===== config.mk =====
export PLATFORM = sky130hd
export DESIGN_NAME = ump_front
export DESIGN_NICKNAME = d
export VERILOG_FILES = /design/src/rtl/ump_pkg.sv /design/src/rtl/ump_front.sv
export SDC_FILE = /design/constraint.sdc
export NUM_CORES = 1
export LEC_CHECK = 0
export ABC_AREA = 1
export BUFFER_PORTS_ARGS = -buffer_cell sky130_fd_sc_hd__buf_2
export CAP_MARGIN = 20
export CORE_MARGIN = 2
export CORE_UTILIZATION = 45
export DETAILED_ROUTE_END_ITERATION = 10
export GPL_TIMING_DRIVEN = 0
export PLACE_DENSITY = 0.64
export REMOVE_ABC_BUFFERS = 1
export SLEW_MARGIN = 5
export SYNTH_ARGS = -nofsm -noshare
export SYNTH_HDL_FRONTEND = slang
export SYNTH_SLANG_ARGS = --single-unit
export TNS_END_PERCENT = 1

===== constraint.sdc =====
create_clock -name clk -period 22.2 [get_ports clk]
set_input_delay 4.44 -clock clk [delete_from_list [all_inputs] [get_ports clk]]
set_output_delay 4.44 -clock clk [all_outputs]
set_load 0.005 [all_outputs]

===== src/rtl/ump_pkg.sv =====
// Shared types, constants and the log-fraction table function for the
// urban macro path loss pipeline. No dependencies.
`default_nettype none
package ump_pkg;

  localparam int LOG_TABLE_ENTRIES_DEF = 256;

  localparam int HGT_W      = 12;
  localparam int DIST_W     = 20;
  localparam int WL_W       = 16;
  localparam int CAR_W      = 14;
  localparam int CFG_DATA_W = 20;
  localparam int CFG_IDX_W  = 2;
  localparam int LOG_W      = 24;
  localparam int INR_W      = 26;
  localparam int ACC_W      = 48;

  localparam logic [CFG_IDX_W-1:0] REG_ENV_HEIGHT   = 2'd0;
  localparam logic [CFG_IDX_W-1:0] REG_WAVELENGTH   = 2'd1;
  localparam logic [CFG_IDX_W-1:0] REG_MIN_DISTANCE = 2'd2;
  localparam logic [CFG_IDX_W-1:0] REG_CARRIER_MHZ  = 2'd3;

  localparam logic [HGT_W-1:0]  RST_ENV_HEIGHT   = 12'd0;
  localparam logic [WL_W-1:0]   RST_WAVELENGTH   = 16'd3330;
  localparam logic [DIST_W-1:0] RST_MIN_DISTANCE = 20'd16;
  localparam logic [CAR_W-1:0]  RST_CARRIER_MHZ  = 14'd5900;

  localparam logic FUNC_LOS  = 1'b0;
  localparam logic FUNC_NLOS = 1'b1;

  localparam logic [1:0] STATUS_OK        = 2'd0;
  localparam logic [1:0] STATUS_BELOW_MIN = 2'd1;
  localparam logic [1:0] STATUS_BAD_ARG   = 2'd2;

  localparam logic signed [16:0] LOSS_MAX = 17'sd65535;
  localparam logic signed [16:0] LOSS_MIN = -17'sd65535 - 17'sd1;

  localparam logic signed [LOG_W-1:0] LOG10_2    = 24'sd19728;
  localparam logic signed [LOG_W-1:0] LOG10_5000 = 24'sd242416;

  localparam logic signed [ACC_W-1:0] C26   = 48'sd6656;
  localparam logic signed [ACC_W-1:0] C39   = 48'sd9984;
  localparam logic signed [ACC_W-1:0] C20   = 48'sd5120;
  localparam logic signed [ACC_W-1:0] C40   = 48'sd10240;
  localparam logic signed [ACC_W-1:0] C1347 = 48'sd3448;
  localparam logic signed [ACC_W-1:0] C14   = 48'sd3584;
  localparam logic signed [ACC_W-1:0] C6    = 48'sd1536;
  localparam logic signed [ACC_W-1:0] C449  = 48'sd11494;
  localparam logic signed [ACC_W-1:0] C655  = 48'sd1677;
  localparam logic signed [ACC_W-1:0] C3446 = 48'sd8822;
  localparam logic signed [ACC_W-1:0] C583  = 48'sd1492;
  localparam logic signed [ACC_W-1:0] C23   = 48'sd5888;

  typedef struct packed {
    logic              func;
    logic [HGT_W-1:0]  tx_height;
    logic [HGT_W-1:0]  rx_height;
    logic [DIST_W-1:0] distance;
  } req_t;

  typedef struct packed {
    logic signed [16:0] loss_db;
    logic [1:0]         status;
  } rsp_t;

  typedef struct packed {
    logic                    func;
    logic                    below;
    logic [HGT_W-1:0]        tx;
    logic signed [HGT_W:0]   ht;
    logic signed [HGT_W:0]   hr;
    logic [DIST_W-1:0]       span;
    logic [DIST_W+WL_W-1:0]  dwl;
    logic signed [2*HGT_W+1:0] hh;
  } front_t;

  typedef struct packed {
    logic func;
    logic below;
    logic invalid;
    logic near;
  } side_t;

  // log2(1 + i/N) in Q16 by repeated squaring of the Q30 argument
  function automatic logic [16:0] log_frac(input logic [63:0] x0);
    logic [63:0] x;
    logic [16:0] bits;
    logic [17:0] r;
    x = x0;
    bits = '0;
    for (int k = 0; k < 17; k++) begin
      x = (x * x) >> 30;
      bits = {bits[15:0], 1'b0};
      if (x >= 64'h8000_0000) begin
        bits[0] = 1'b1;
        x = x >> 1;
      end
    end
    r = {1'b0, bits} + 18'd1;
    return r[17:1];
  endfunction

endpackage
`default_nettype wire


===== src/rtl/ump_front.sv =====
// First pipeline stage: input capture, effective heights and breakpoint products.
// Depends on ump_pkg.
`default_nettype none
module ump_front (
  input  wire logic                          clk,
  input  wire logic                          en,
  input  wire ump_pkg::req_t                 req,
  input  wire logic [ump_pkg::HGT_W-1:0]     env_height,
  input  wire logic [ump_pkg::WL_W-1:0]      wavelength,
  input  wire logic [ump_pkg::DIST_W-1:0]    min_distance,
  output ump_pkg::front_t                    q
);

  ump_pkg::front_t q_next;

  always_comb begin
    q_next.func  = req.func;
    q_next.tx    = req.tx_height;
    q_next.span  = req.distance;
    q_next.ht    = $signed({1'b0, req.tx_height}) - $signed({1'b0, env_height});
    q_next.hr    = $signed({1'b0, req.rx_height}) - $signed({1'b0, env_height});
    q_next.dwl   = {{ump_pkg::WL_W{1'b0}}, req.distance}
                 * {{ump_pkg::DIST_W{1'b0}}, wavelength};
    q_next.hh    = q_next.ht * q_next.hr;
    q_next.below = (req.func == ump_pkg::FUNC_LOS) && (req.distance < min_distance);
  end

  always_ff @(posedge clk) begin
    if (en) begin
      q <= q_next;
    end
  end

endmodule
`default_nettype wire


# Yosys cells after proc, flatten, opt, wreduce, memory -nomap -nowiden
# Cells that the tools add are included.
[word_totals]
elab_cells = 15
input_bits = 95
reg_bits = 122
output_inout_bits = 122
[classes]
n_reduce_logical = 1
addsub = 2
multipliers = 2
order_cmp = 1
bitwise = 1
[ops]
columns = ["op", "count"]
rows = [
  ["$mul A20 B16 Y36", 1],
  ["$mul A13 B13 Y26", 1],
  ["$sub A12 B12 Y13", 2],
  ["$lt A20 B20 Y1", 1],
  ["$logic_and A1 B1 Y1", 1],
  ["$not A1 Y1", 1],
]

# Logic depth before layout (Yosys ltp)
[depth]
depth_word = 2
depth_mapped = 35
ltp_nobuf = 35

# Worst setup path after synthesis
# Ideal clock, no wire load.
[synth_path]
kind = "input to register"
startpoint = "in req[32] (netlist name)"
endpoint = "reg q[25] (netlist name) (data pin)"
setup_slack_ps = 11814
t_arrival_ps = 10134
cell_stages = 29
required_ps = 21948
setup_ps = 252
path_buffers = 0
cell_sequence = "inv_1 > ha_1 > inv_1 > fa_1 > nand3_1 > nand2_1 > and3_2 > nor2_8 > inv_4 > nor2_1 > inv_1 > fa_1 > fa_1 > inv_1 > fa_1 > inv_1 > fa_1 > inv_1 > fa_1 > ha_1 > ha_1 > inv_1 > nor3_1 > and2_1 > nand3_1 > inv_1 > nor2_1 > nand2_1 > nand2_1"
[synth_lines]
columns = ["element", "line_no", "source"]
rows = [
  ["start: declaration", "ump_front.sv:7", "input wire ump_pkg::req_t req,"],
  ["end signal: assignment", "ump_front.sv:30", "q <= q_next;"],
  ["end: declaration", "ump_front.sv:11", "output ump_pkg::front_t q"],
]

==> impl_metrics.tcl <==
set metrics [dict create \
    outcome "completed" \
    drt_first_pass_iters 5 \
    hold_path.class "input port to flip-flop" \
    cts_setup_buffers 0 \
    synthesis.area_per_instance_um2 8.02 \
    critPathSlowestCell "fa_1" \
    start_kind "input port" \
    max_stage_delay_ns 0.63 \
    report.final.hold_viol_count 0 \
    synth_cell_types 38 \
    whs_endpoint "q[121]" \
    grt_max_degree 70 \
    postSynthCellCount 2937 \
    clkTransAtPathRegs_ns 0.07 \
    max_cap_viol_count 0 \
    die_h_um 233 \
    arrival_ns 11.02 \
    setup_violations 0 \
    antenna_found_initial 1 \
    worstPathMaxFanout 9 \
    area_delta_synth_final_pct 9.55 \
    finalCritPeriodShare 0.485 \
    required_ns 22.46 \
    nets 3818 \
    crit_path_frequent_cell "inv_1" \
    die_area_mm2 0.0542 \
    cts_tree "done" \
    largest_register_ffs 122 \
    track_usage 0.248 \
    grt_pass1_wl_mm 104 \
    rows 83 \
    min_period_ns 10.77 \
    grt_pass1_vias 19602 \
    rsz0062_at_grt "false" \
    drc_errors 0 \
    wl_mm 63.4 \
    drt_iter0_drc 1277 \
    yosysSeqAreaShare 0.155 \
    hold_path.startpoint "req[44]" \
    maxSlewHeadroom 0.489 \
    vias_per_cell 5.00 \
    diodes 0 \
    hpwl_mm 51.5 \
    clock_tree.buffer_depth 2 \
    final_common_cell "nand2_1" \
    top_regs "q x122" \
    crit_buf_inv 9 \
    gr-total-overflow 0 \
    numCtsBuffers 17 \
    holdPathStages 1 \
    io_pins 217 \
    synth_warnings 0 \
    final_cell_mix "nand2_1 (889), inv_1 (762), fa_1 (414)" \
    top_register "q" \
    initial_core_util 0.457 \
    wire_per_inst_um 16.7 \
    critPathKind "input port to flip-flop" \
    core_area_mm2 0.0515 \
    fin_util 0.501 \
    tightestPinTransition_ns 0.766 \
    drive_gt1_frac 0.0928 \
    portBuffers 216 \
    end_kind "flip-flop" \
    vias 18926 \
    cts_hold_buf 0 \
    cts_resized 0 \
    cp_top_family "adder cells" \
    routabilityCongestion 0.881 \
    fillers 5016 \
    cts_sinks 122 \
    ant_nets 0 \
    h-tree-depth 4 \
    tns_ns 0 \
    drv_slew 0 \
    fp.dieW_um 233 \
    syn_area_mm2 0.0236 \
    cts-root-buf "clkbuf_16" \
    fmax_ghz 0.0929 \
    ys_ff_latch 122 \
]
cell usage after synthesis, drive strengths merged:
cell type | count | share of area
nand2 | 900 | 0.14
ha | 218 | 0.12
a21oi | 61 | 0.013
clkbuf | 77 | 0.012
o21ai | 17 | 0.0036
nor2 | 156 | 0.026
and3 | 4 | 0.0011
fa | 414 | 0.35
o21bai | 10 | 0.0032
nand3 | 85 | 0.018
xor2 | 29 | 0.012
and2 | 8 | 0.0021
or2 | 6 | 0.0016
nor2b | 1 | 0.00027
xnor2 | 5 | 0.0019
edfxtp | 122 | 0.16
nor3 | 17 | 0.0036
a21o | 3 | 0.00096
nand3b | 2 | 0.00064
inv | 773 | 0.12
buf | 8 | 0.0023
nand4 | 21 | 0.0056
how the worst max path moves through the flow:
stage	slack (ns)	to	cells after the start	start
3_5_place_dp	10.84	q[23]	27	env_height[2]
5_1_grt	10.93	q[25]	30	req[32]
4_1_cts	11.35	q[23]	27	env_height[2]
2_1_floorplan	11.81	q[25]	29	req[32]
3_3_place_gp	10.59	q[25]	27	req[20]
6_report	11.43	q[25]	30	req[32]
routing by layer:
metal  GRT usage  wire (µm)  vias to the layer above
met5           0         12                        -
met3      0.0375       4040                      100
met2       0.386      28400                      635
met1       0.356      29300                     9305
met4      0.0808       1520                        2
li1            -          -                     8884
metrics by stage:
stage	cell area [µm²]	worst slack [ns]	instances	hold WS, ns
final	25800	11.43	3784	4.14
after global routing	25800	10.93	3784	4.13
after CTS	25800	11.35	3783	4.11
after detailed placement	25200	10.84	3751	4.63
after global placement	25100	10.59	3748	4.63
after floorplan	23200	11.81	2852	4.54
layout make-up:
cell class              count  area [µm²]  area share
repair buffers            220        1140      0.0441
clock inverters            15         180     0.00698
flip-flops and latches    122        3660       0.142
inverters                 773        2900       0.113
well taps                 680         851      0.0330
multi-input cells        1957       16600       0.645
clock buffers              17         425      0.0165
kinds of logic (layout without fill, tap and decap cells):
logic type | count (synthesis) | in the layout | share of synthesized area
XOR/XNOR | 34 | 34 | 0.0141
buffers and inverters | 858 | 1025 | 0.138
AND/OR/NAND/NOR | 1200 | 1200 | 0.204
flip-flops | 122 | 122 | 0.155
AO/OA/AOI/OAI | 91 | 91 | 0.0210
adder cells (fa/ha/maj) | 632 | 632 | 0.468
Power is not shown: default switching activity piles up to over one toggle a cycle in this logic, so the estimate is an artifact.
