## src/rtl/ump_pkg.sv

```systemverilog
// Shared types, constants and the log-fraction table function for the
// urban macro path loss pipeline. No dependencies.
`default_nettype none
package ump_pkg;

  localparam int LOG_TABLE_ENTRIES_DEF = 256;

  localparam int HGT_W      = 12;
  localparam int DIST_W     = 20;
  localparam int WL_W       = 16;
  localparam int CAR_W      = 14;
  localparam int CFG_DATA_W = 20;
  localparam int CFG_IDX_W  = 2;
  localparam int LOG_W      = 24;
  localparam int INR_W      = 26;
  localparam int ACC_W      = 48;

  localparam logic [CFG_IDX_W-1:0] REG_ENV_HEIGHT   = 2'd0;
  localparam logic [CFG_IDX_W-1:0] REG_WAVELENGTH   = 2'd1;
  localparam logic [CFG_IDX_W-1:0] REG_MIN_DISTANCE = 2'd2;
  localparam logic [CFG_IDX_W-1:0] REG_CARRIER_MHZ  = 2'd3;

  localparam logic [HGT_W-1:0]  RST_ENV_HEIGHT   = 12'd0;
  localparam logic [WL_W-1:0]   RST_WAVELENGTH   = 16'd3330;
  localparam logic [DIST_W-1:0] RST_MIN_DISTANCE = 20'd16;
  localparam logic [CAR_W-1:0]  RST_CARRIER_MHZ  = 14'd5900;

  localparam logic FUNC_LOS  = 1'b0;
  localparam logic FUNC_NLOS = 1'b1;

  localparam logic [1:0] STATUS_OK        = 2'd0;
  localparam logic [1:0] STATUS_BELOW_MIN = 2'd1;
  localparam logic [1:0] STATUS_BAD_ARG   = 2'd2;

  localparam logic signed [16:0] LOSS_MAX = 17'sd65535;
  localparam logic signed [16:0] LOSS_MIN = -17'sd65535 - 17'sd1;

  localparam logic signed [LOG_W-1:0] LOG10_2    = 24'sd19728;
  localparam logic signed [LOG_W-1:0] LOG10_5000 = 24'sd242416;

  localparam logic signed [ACC_W-1:0] C26   = 48'sd6656;
  localparam logic signed [ACC_W-1:0] C39   = 48'sd9984;
  localparam logic signed [ACC_W-1:0] C20   = 48'sd5120;
  localparam logic signed [ACC_W-1:0] C40   = 48'sd10240;
  localparam logic signed [ACC_W-1:0] C1347 = 48'sd3448;
  localparam logic signed [ACC_W-1:0] C14   = 48'sd3584;
  localparam logic signed [ACC_W-1:0] C6    = 48'sd1536;
  localparam logic signed [ACC_W-1:0] C449  = 48'sd11494;
  localparam logic signed [ACC_W-1:0] C655  = 48'sd1677;
  localparam logic signed [ACC_W-1:0] C3446 = 48'sd8822;
  localparam logic signed [ACC_W-1:0] C583  = 48'sd1492;
  localparam logic signed [ACC_W-1:0] C23   = 48'sd5888;

  typedef struct packed {
    logic              func;
    logic [HGT_W-1:0]  tx_height;
    logic [HGT_W-1:0]  rx_height;
    logic [DIST_W-1:0] distance;
  } req_t;

  typedef struct packed {
    logic signed [16:0] loss_db;
    logic [1:0]         status;
  } rsp_t;

  typedef struct packed {
    logic                    func;
    logic                    below;
    logic [HGT_W-1:0]        tx;
    logic signed [HGT_W:0]   ht;
    logic signed [HGT_W:0]   hr;
    logic [DIST_W-1:0]       span;
    logic [DIST_W+WL_W-1:0]  dwl;
    logic signed [2*HGT_W+1:0] hh;
  } front_t;

  typedef struct packed {
    logic func;
    logic below;
    logic invalid;
    logic near;
  } side_t;

  // log2(1 + i/N) in Q16 by repeated squaring of the Q30 argument
  function automatic logic [16:0] log_frac(input logic [63:0] x0);
    logic [63:0] x;
    logic [16:0] bits;
    logic [17:0] r;
    x = x0;
    bits = '0;
    for (int k = 0; k < 17; k++) begin
      x = (x * x) >> 30;
      bits = {bits[15:0], 1'b0};
      if (x >= 64'h8000_0000) begin
        bits[0] = 1'b1;
        x = x >> 1;
      end
    end
    r = {1'b0, bits} + 18'd1;
    return r[17:1];
  endfunction

endpackage
`default_nettype wire

```

## src/rtl/ump_combine.sv

```systemverilog
// Last three stages: law sums, NLOS slope product, final rounding and saturation.
// Depends on ump_pkg.
`default_nettype none
module ump_combine (
  input  wire logic                               clk,
  input  wire logic [2:0]                         en,
  input  wire ump_pkg::side_t                     side,
  input  wire logic signed [ump_pkg::LOG_W-1:0]   ld,
  input  wire logic signed [ump_pkg::LOG_W-1:0]   lf,
  input  wire logic signed [ump_pkg::LOG_W-1:0]   lh1,
  input  wire logic signed [ump_pkg::LOG_W-1:0]   lh2,
  output ump_pkg::rsp_t                           rsp
);

  localparam int AW = ump_pkg::ACC_W;
  localparam int LW = ump_pkg::LOG_W;
  localparam int IW = ump_pkg::INR_W;

  logic signed [AW-1:0] eld, elf, eh1, eh2;
  logic signed [AW-1:0] near_acc, far_acc, inner_raw, part_next;
  logic signed [LW-1:0] lf_adj;

  always_comb begin
    lf_adj    = lf - ump_pkg::LOG10_5000;
    eld       = AW'(ld);
    elf       = AW'(lf_adj);
    eh1       = AW'(lh1);
    eh2       = AW'(lh2);
    near_acc  = ump_pkg::C26 * eld + (ump_pkg::C39 <<< 16) + ump_pkg::C20 * elf;
    far_acc   = ump_pkg::C40 * eld + (ump_pkg::C1347 <<< 16)
              - ump_pkg::C14 * eh1 - ump_pkg::C14 * eh2 + ump_pkg::C6 * elf;
    inner_raw = (ump_pkg::C449 <<< 16) - ump_pkg::C655 * eh1 + AW'(128);
    part_next = (ump_pkg::C3446 <<< 16) + ump_pkg::C583 * eh1 + ump_pkg::C23 * elf;
  end

  logic signed [AW-1:0] los_e, part_e;
  logic signed [IW-1:0] inner_e;
  logic signed [LW-1:0] ld_e;
  ump_pkg::side_t       side_e, side_f;

  always_ff @(posedge clk) begin
    if (en[0]) begin
      los_e   <= side.near ? near_acc : far_acc;
      inner_e <= inner_raw[IW+7:8];
      part_e  <= part_next;
      ld_e    <= ld;
      side_e  <= side;
    end
  end

  logic signed [IW+LW-1:0] m, mr;
  logic signed [AW-1:0]    nlos;

  always_comb begin
    m    = inner_e * ld_e;
    mr   = m + (IW + LW)'(128);
    nlos = AW'($signed(mr[IW+LW-1:8])) + part_e;
  end

  logic signed [AW-1:0] acc_f;

  always_ff @(posedge clk) begin
    if (en[1]) begin
      acc_f  <= (side_e.func == ump_pkg::FUNC_NLOS) ? nlos : los_e;
      side_f <= side_e;
    end
  end

  logic signed [AW-1:0]    ar;
  logic signed [AW-17:0]   rq;
  ump_pkg::rsp_t           rsp_next;

  always_comb begin
    ar = acc_f + AW'(32768);
    rq = ar[AW-1:16];
    if (side_f.below) begin
      rsp_next.loss_db = '0;
      rsp_next.status  = ump_pkg::STATUS_BELOW_MIN;
    end else if (side_f.invalid) begin
      rsp_next.loss_db = ump_pkg::LOSS_MAX;
      rsp_next.status  = ump_pkg::STATUS_BAD_ARG;
    end else begin
      if (rq > (AW - 16)'(ump_pkg::LOSS_MAX)) begin
        rsp_next.loss_db = ump_pkg::LOSS_MAX;
      end else if (rq < (AW - 16)'(ump_pkg::LOSS_MIN)) begin
        rsp_next.loss_db = ump_pkg::LOSS_MIN;
      end else begin
        rsp_next.loss_db = rq[16:0];
      end
      rsp_next.status = ump_pkg::STATUS_OK;
    end
  end

  always_ff @(posedge clk) begin
    if (en[2]) begin
      rsp <= rsp_next;
    end
  end

endmodule
`default_nettype wire

```

## config.mk

```make
export PLATFORM = sky130hd
export DESIGN_NAME = ump_combine
export DESIGN_NICKNAME = d
export VERILOG_FILES = /design/src/rtl/ump_pkg.sv /design/src/rtl/ump_combine.sv
export SDC_FILE = /design/constraint.sdc
export NUM_CORES = 2
export LEC_CHECK = 0
export ABC_AREA = 1
export BUFFER_PORTS_ARGS = -buffer_cell sky130_fd_sc_hd__buf_4
export CAP_MARGIN = 20
export CELL_PAD_IN_SITES_DETAIL_PLACEMENT = 0
export CELL_PAD_IN_SITES_GLOBAL_PLACEMENT = 2
export CORE_MARGIN = 2
export CORE_UTILIZATION = 40
export DETAILED_ROUTE_END_ITERATION = 16
export PLACE_DENSITY = 0.88
export SETUP_SLACK_MARGIN = 0.1
export SLEW_MARGIN = 40
export SYNTH_ARGS = -nofsm -noshare
export SYNTH_HDL_FRONTEND = slang
export SYNTH_SLANG_ARGS = --single-unit
```

## constraint.sdc

```tcl
create_clock -name clk -period 9.3 [get_ports clk]
set_input_delay 0.93 -clock clk [delete_from_list [all_inputs] [get_ports clk]]
set_output_delay 0.93 -clock clk [all_outputs]
set_load 0.02 [all_outputs]
```

Word-level counts from Yosys, hierarchy flattened
Cells that the tools add are included.
{"block": "op_classes", "addsub": 14, "mul": 10, "magnitude_cmp": 2, "n_mux": 5, "n_reduce_logical": 1}
{"operator": "$mul A4 B24 Y28 const A", "n": 4}
{"operator": "$mux W48", "n": 2}
{"operator": "$add A50 B9 Y50 const B", "n": 1}
{"operator": "$mul A26 B24 Y50", "n": 1}
{"operator": "$add A42 B48 Y48", "n": 1}
{"operator": "$add A48 B17 Y48 const B", "n": 1}
{"operator": "$add A42 B36 Y43", "n": 1}
{"operator": "$sub A41 B37 Y42", "n": 1}
{"operator": "$sub A40 B37 Y41", "n": 1}
{"operator": "$add A39 B29 Y40 const B", "n": 1}
{"operator": "$add A39 B38 Y40", "n": 1}
{"operator": "$add A37 B38 Y39", "n": 1}
{"operator": "$add A38 B31 Y39 const B", "n": 1}
{"operator": "$add A31 B36 Y37 const A", "n": 1}
{"operator": "$add A34 B9 Y34 const B", "n": 1}
{"operator": "$mul A10 B24 Y34 const A", "n": 1}
{"operator": "$mul A12 B24 Y34 const A", "n": 1}
{"operator": "$sub A31 B34 Y34 const A", "n": 1}
{"operator": "$gt A32 B17 Y1 const B", "n": 1}
{"operator": "$lt A32 B17 Y1 const B", "n": 1}
{"operator": "$mul A6 B24 Y30 const A", "n": 1}
{"operator": "$mul A5 B24 Y29 const A", "n": 1}
{"operator": "$mul A3 B24 Y27 const A", "n": 1}
{"operator": "$sub A24 B19 Y24 const B", "n": 1}
{"operator": "other kinds (4)", "n": 4}
{"block": "word_totals", "register_bits": 218, "inputBits": 104, "output_inout_bits": 19, "wordCells": 45}

Longest topological paths before layout
{"block": "logic_depth", "ltp_word": 6, "ltp_mapped": 44, "depth_no_buf": 42}

Least setup slack after synthesis
OpenSTA, ideal clock, no wires.
{"block": "synth_timing", "kind": "register to register", "start": "register inner_e[25]", "end": "register acc_f[41] (data pin)", "arrival_ps": 7879, "required_ps": 9046, "slack_ps": 1167, "path_stages_with_launch": 35, "n_path_buf": 1, "period_less_slack_ps": 8133, "path_cell_list": "edfxtp_1 -> clkbuf_1 -> nand2_1 -> inv_1 -> fa_1 -> fa_1 -> inv_1 -> fa_1 -> inv_1 -> fa_1 -> fa_1 -> fa_1 -> inv_1 -> fa_1 -> inv_1 -> ha_1 -> a21oi_1 -> o21ai_0 -> a21oi_1 -> nor2_1 -> a311oi_1 -> o21ai_0 -> xor2_1 -> ha_1 -> nand2_1 -> nor2_1 -> inv_1 -> nor2_1 -> inv_1 -> nor3_1 -> nand2_1 -> nand2_1 -> nand2_1 -> nand3_1 -> nand2_1"}
{"block": "synth_via", "elab_chain_len": 4}
{"item": "from (decl)", "line": "ump_combine.sv:37", "rtl": "logic signed [IW-1:0] inner_e;"}
{"item": "from (signal assigned)", "line": "ump_combine.sv:44", "rtl": "inner_e <= inner_raw[IW+7:8];"}
{"item": "$mul A26 B24 Y50", "line": "ump_combine.sv:55", "rtl": "m = inner_e * ld_e;"}
{"item": "$add A50 B9 Y50", "line": "ump_combine.sv:56", "rtl": "mr = m + (IW + LW)'(128);"}
{"item": "$add A42 B48 Y48", "line": "ump_combine.sv:57", "rtl": "nlos = AW'($signed(mr[IW+LW-1:8])) + part_e;"}
{"item": "$mux W48", "line": "ump_combine.sv:64", "rtl": "acc_f <= (side_e.func == ump_pkg::FUNC_NLOS) ? nlos : los_e;"}
{"item": "to (signal assigned)", "line": "ump_combine.sv:64"}
{"item": "to (decl)", "line": "ump_combine.sv:60", "rtl": "logic signed [AW-1:0] acc_f;"}
No other way between the ends.
A chain may end at the register's enable or synchronous reset.

Worst setup path in the final report
{"block": "layout_timing", "start": "register inner_e[5]", "end": "register acc_f[40] (data pin)"}
The elaborated chain is that of the path after synthesis.

==> flow_metrics.env <==
export IMPL_arrival_ps=9030
export IMPL_required_ps=9570
export IMPL_placed_area_mm2=0.06685
export IMPL_die_w_um=400.2
export IMPL_ys_async_sr_fraction_pct=0
export IMPL_finalHoldViolations=0
export IMPL_synth_seq_cells=172
export IMPL_ys_types=59
export IMPL_htreeDepth=4
export IMPL_finalCritPeriodShare_pct=94.25
export IMPL_muxShareOfSynthArea_pct=0
export IMPL_synth_edff_count=172
export IMPL_start_kind="flop"
export IMPL_wl_mm=193.5
export IMPL_die_y_um=400.2
export IMPL_worst_pin_slew_ps=813.4
export IMPL_core_area_mm2=0.1560
export IMPL_tritoncts="yes"
export IMPL_setup_viol=0
export IMPL_cp_top_family="adder cells"
export IMPL_wl_per_cell_um=19.15
export IMPL_vias_per_cell=4.994
export IMPL_firstDrtPassIters=7
export IMPL_top_layer_used="met4"
export IMPL_synthTopCellsByCount="inv_1 (2047), nand2_1 (1461), fa_1 (1004)"
export IMPL_grt_max_degree=66
export IMPL_via_count=50460
export IMPL_clk_pin_slew_ps=90
export IMPL_synth_compound_area_share_pct=9.030
export IMPL_clock_latency_ps=510
export IMPL_drv_slew=0
export IMPL_syn_inst=7851
export IMPL_drtIter0Drc=2908
export IMPL_slowest_delay_ps=570
export IMPL_critPathBufInv=8
export IMPL_syn_area_mm2=0.06280
export IMPL_synth_top_cell_area_share_pct=32.01
export IMPL_ys_seq_area_share_pct=8.225
export IMPL_start_util_pct=40.25
export IMPL_row_count=145
export IMPL_worst_path_max_fanout=23
export IMPL_cts_sinks=172
export IMPL_post_route_cells_drive_above_1_share_pct=5.036
export IMPL_synth_xor_xnor_area_share_pct=5.270
export IMPL_outcome="finished, final reports clean"
export IMPL_relSlewSlack_pct=45.20
export IMPL_hp_class="reg2reg"
export IMPL_hold_worst_slack_ps=424.5
export IMPL_fmax_ghz=0.1141
export IMPL_synth_area_per_cell_um2=7.999
export IMPL_cts_buffer_depth=2
export IMPL_post_synth_top_count_cell="inv_1"
export IMPL_boundaryPins=123
export IMPL_synthTopCellsByArea="fa_1 (32%), ha_1 (18%), inv_1 (12%), nand2_1 (8.7%), edfxtp_1 (8.2%)"
export IMPL_fill_cells=15900
export IMPL_synthFlopType="edfxtp_1"
export IMPL_cp_end_kind="flop"
export IMPL_period_needed_ps=8765
export IMPL_yosys_area_share_simple_pct=13.96
export IMPL_numPortBuffers=122
export IMPL_grt_first_pass_wirelength_mm=310.6
export IMPL_cts_made_buffers=17
export IMPL_ys_warn_count=0
export IMPL_cts_hold_fix_buffers=0
export IMPL_met1_length_mm=86.92
export IMPL_critPathSlowestCell="fa_1"
export IMPL_postRouteAntennaNets=0
export IMPL_synth_adder_area_share_pct=50.34
export IMPL_rsz0062_at_grt="no"
export IMPL_worstSetupPathType="reg2reg"
export IMPL_met2_length_mm=95.98
export IMPL_final_nets=10060
export IMPL_final_util_pct=43.64
export IMPL_hpwl_mm=171.9
export IMPL_grt_overflow_total=0
export IMPL_design_area_mm2=0.06809
export IMPL_tns_ps=0
export IMPL_die_area_mm2=0.1602
export IMPL_grt_antenna_before_repair=7
export IMPL_syn2layout_area_growth_pct=8.424
export IMPL_synth_nets=9879
export IMPL_grtUsageTotal_pct=24.86
export IMPL_synth_top_family_by_area="adder cells"
export IMPL_synth_area_leader_cell="fa_1"
export IMPL_dr_wl_met3_mm=6.503
export IMPL_clockRootBuffer="clkbuf_16"
export IMPL_routabilityCongestion=0.9338
export IMPL_remaining_drc_errors=0
export IMPL_grt_pass1_vias=53810
export IMPL_skew_ps=16.00
export IMPL_maxCapViolations=0
[registers in the layout, summed over array words and instances (netlist names)]
name     cells
part_e      37
acc_f       33
los_e       28
inner_e     26
ld_e        24
rsp         19
side_e       3
side_f       2
[cell families after synthesis]
group	Yosys count
buffers and inverters	2192
xor gates and xnor gates	377
adders and majority gates	1924
and+or+nand+nor	2159
DFF	172
AOI/OAI and AO/OA	1027
[path summary, 6_finish.rpt]
kind	cells after the start	start	endpoint	slack, ps
worst min-delay path	0	side_e[2]	side_f[2]	420
worst min register to register	0	side_e[2]	side_f[2]	420
worst max register to register	33	inner_e[5]	acc_f[40]	530
worst max-delay path	33	inner_e[5]	acc_f[40]	530
[per-stage QoR]
stage | worst slack [ps] | cells
5_1_grt | 91.26 | 10100
6_report | 534.7 | 10100
3_3_place_gp | -71.37 | 10020
3_5_place_dp | -22.93 | 10020
2_1_floorplan | 1167 | 7851
4_1_cts | 150.2 | 10070
[area by class of cell]
type / instances / area, um^2 / area share [%]
flip-flops and latches: 172 / 5165 / 7.586
clock inverters: 15 / 198.9 / 0.2922
diodes: 4 / 10.01 / 0.01470
inverters: 2052 / 7706 / 11.32
well taps: 2058 / 2575 / 3.782
clock buffers: 17 / 425.4 / 0.6248
multi-input cells: 5487 / 49490 / 72.68
repair buffers: 299 / 2519 / 3.699
[timing repair]
action / in CTS / in global routing
gates resized for setup: 3 / 29
pin swaps: 0 / 1
endpoints found under the setup margin: 7 / 26
buffers inserted: 14 / 30
[layer usage]
metal | vias to the layer above | track usage, %
li1 | 24540 | -
met1 | 24790 | 33.41
met2 | 965 | 43.93
met3 | 164 | 1.577
met4 | 0 | 5.257
met5 | - | 0
[cells in the final DEF (no fill, tap or decap), types with 6 or more instances in the layout]
cell	instances
buf_4	275
ha_1	916
and3_1	10
o211ai_1	17
nand2_1	1461
a211oi_1	6
a21oi_1	476
or2_2	18
o21ai_2	8
o221ai_1	10
o21bai_1	23
nor4_1	28
a21o_1	33
nor2_1	352
buf_12	21
xnor2_1	124
o21ai_1	12
a31oi_1	58
fa_1	1004
clkbuf_16	17
o21ai_0	300
nand3b_1	7
a21oi_2	8
nand4_1	49
nor3_1	65
o21a_1	21
nand3_1	145
xor2_1	247
inv_1	2046
edfxtp_1	172
o31ai_1	8
a21boi_0	11
Power is not shown: default switching activity piles up to over one toggle a cycle in this logic, so the estimate is an artifact.
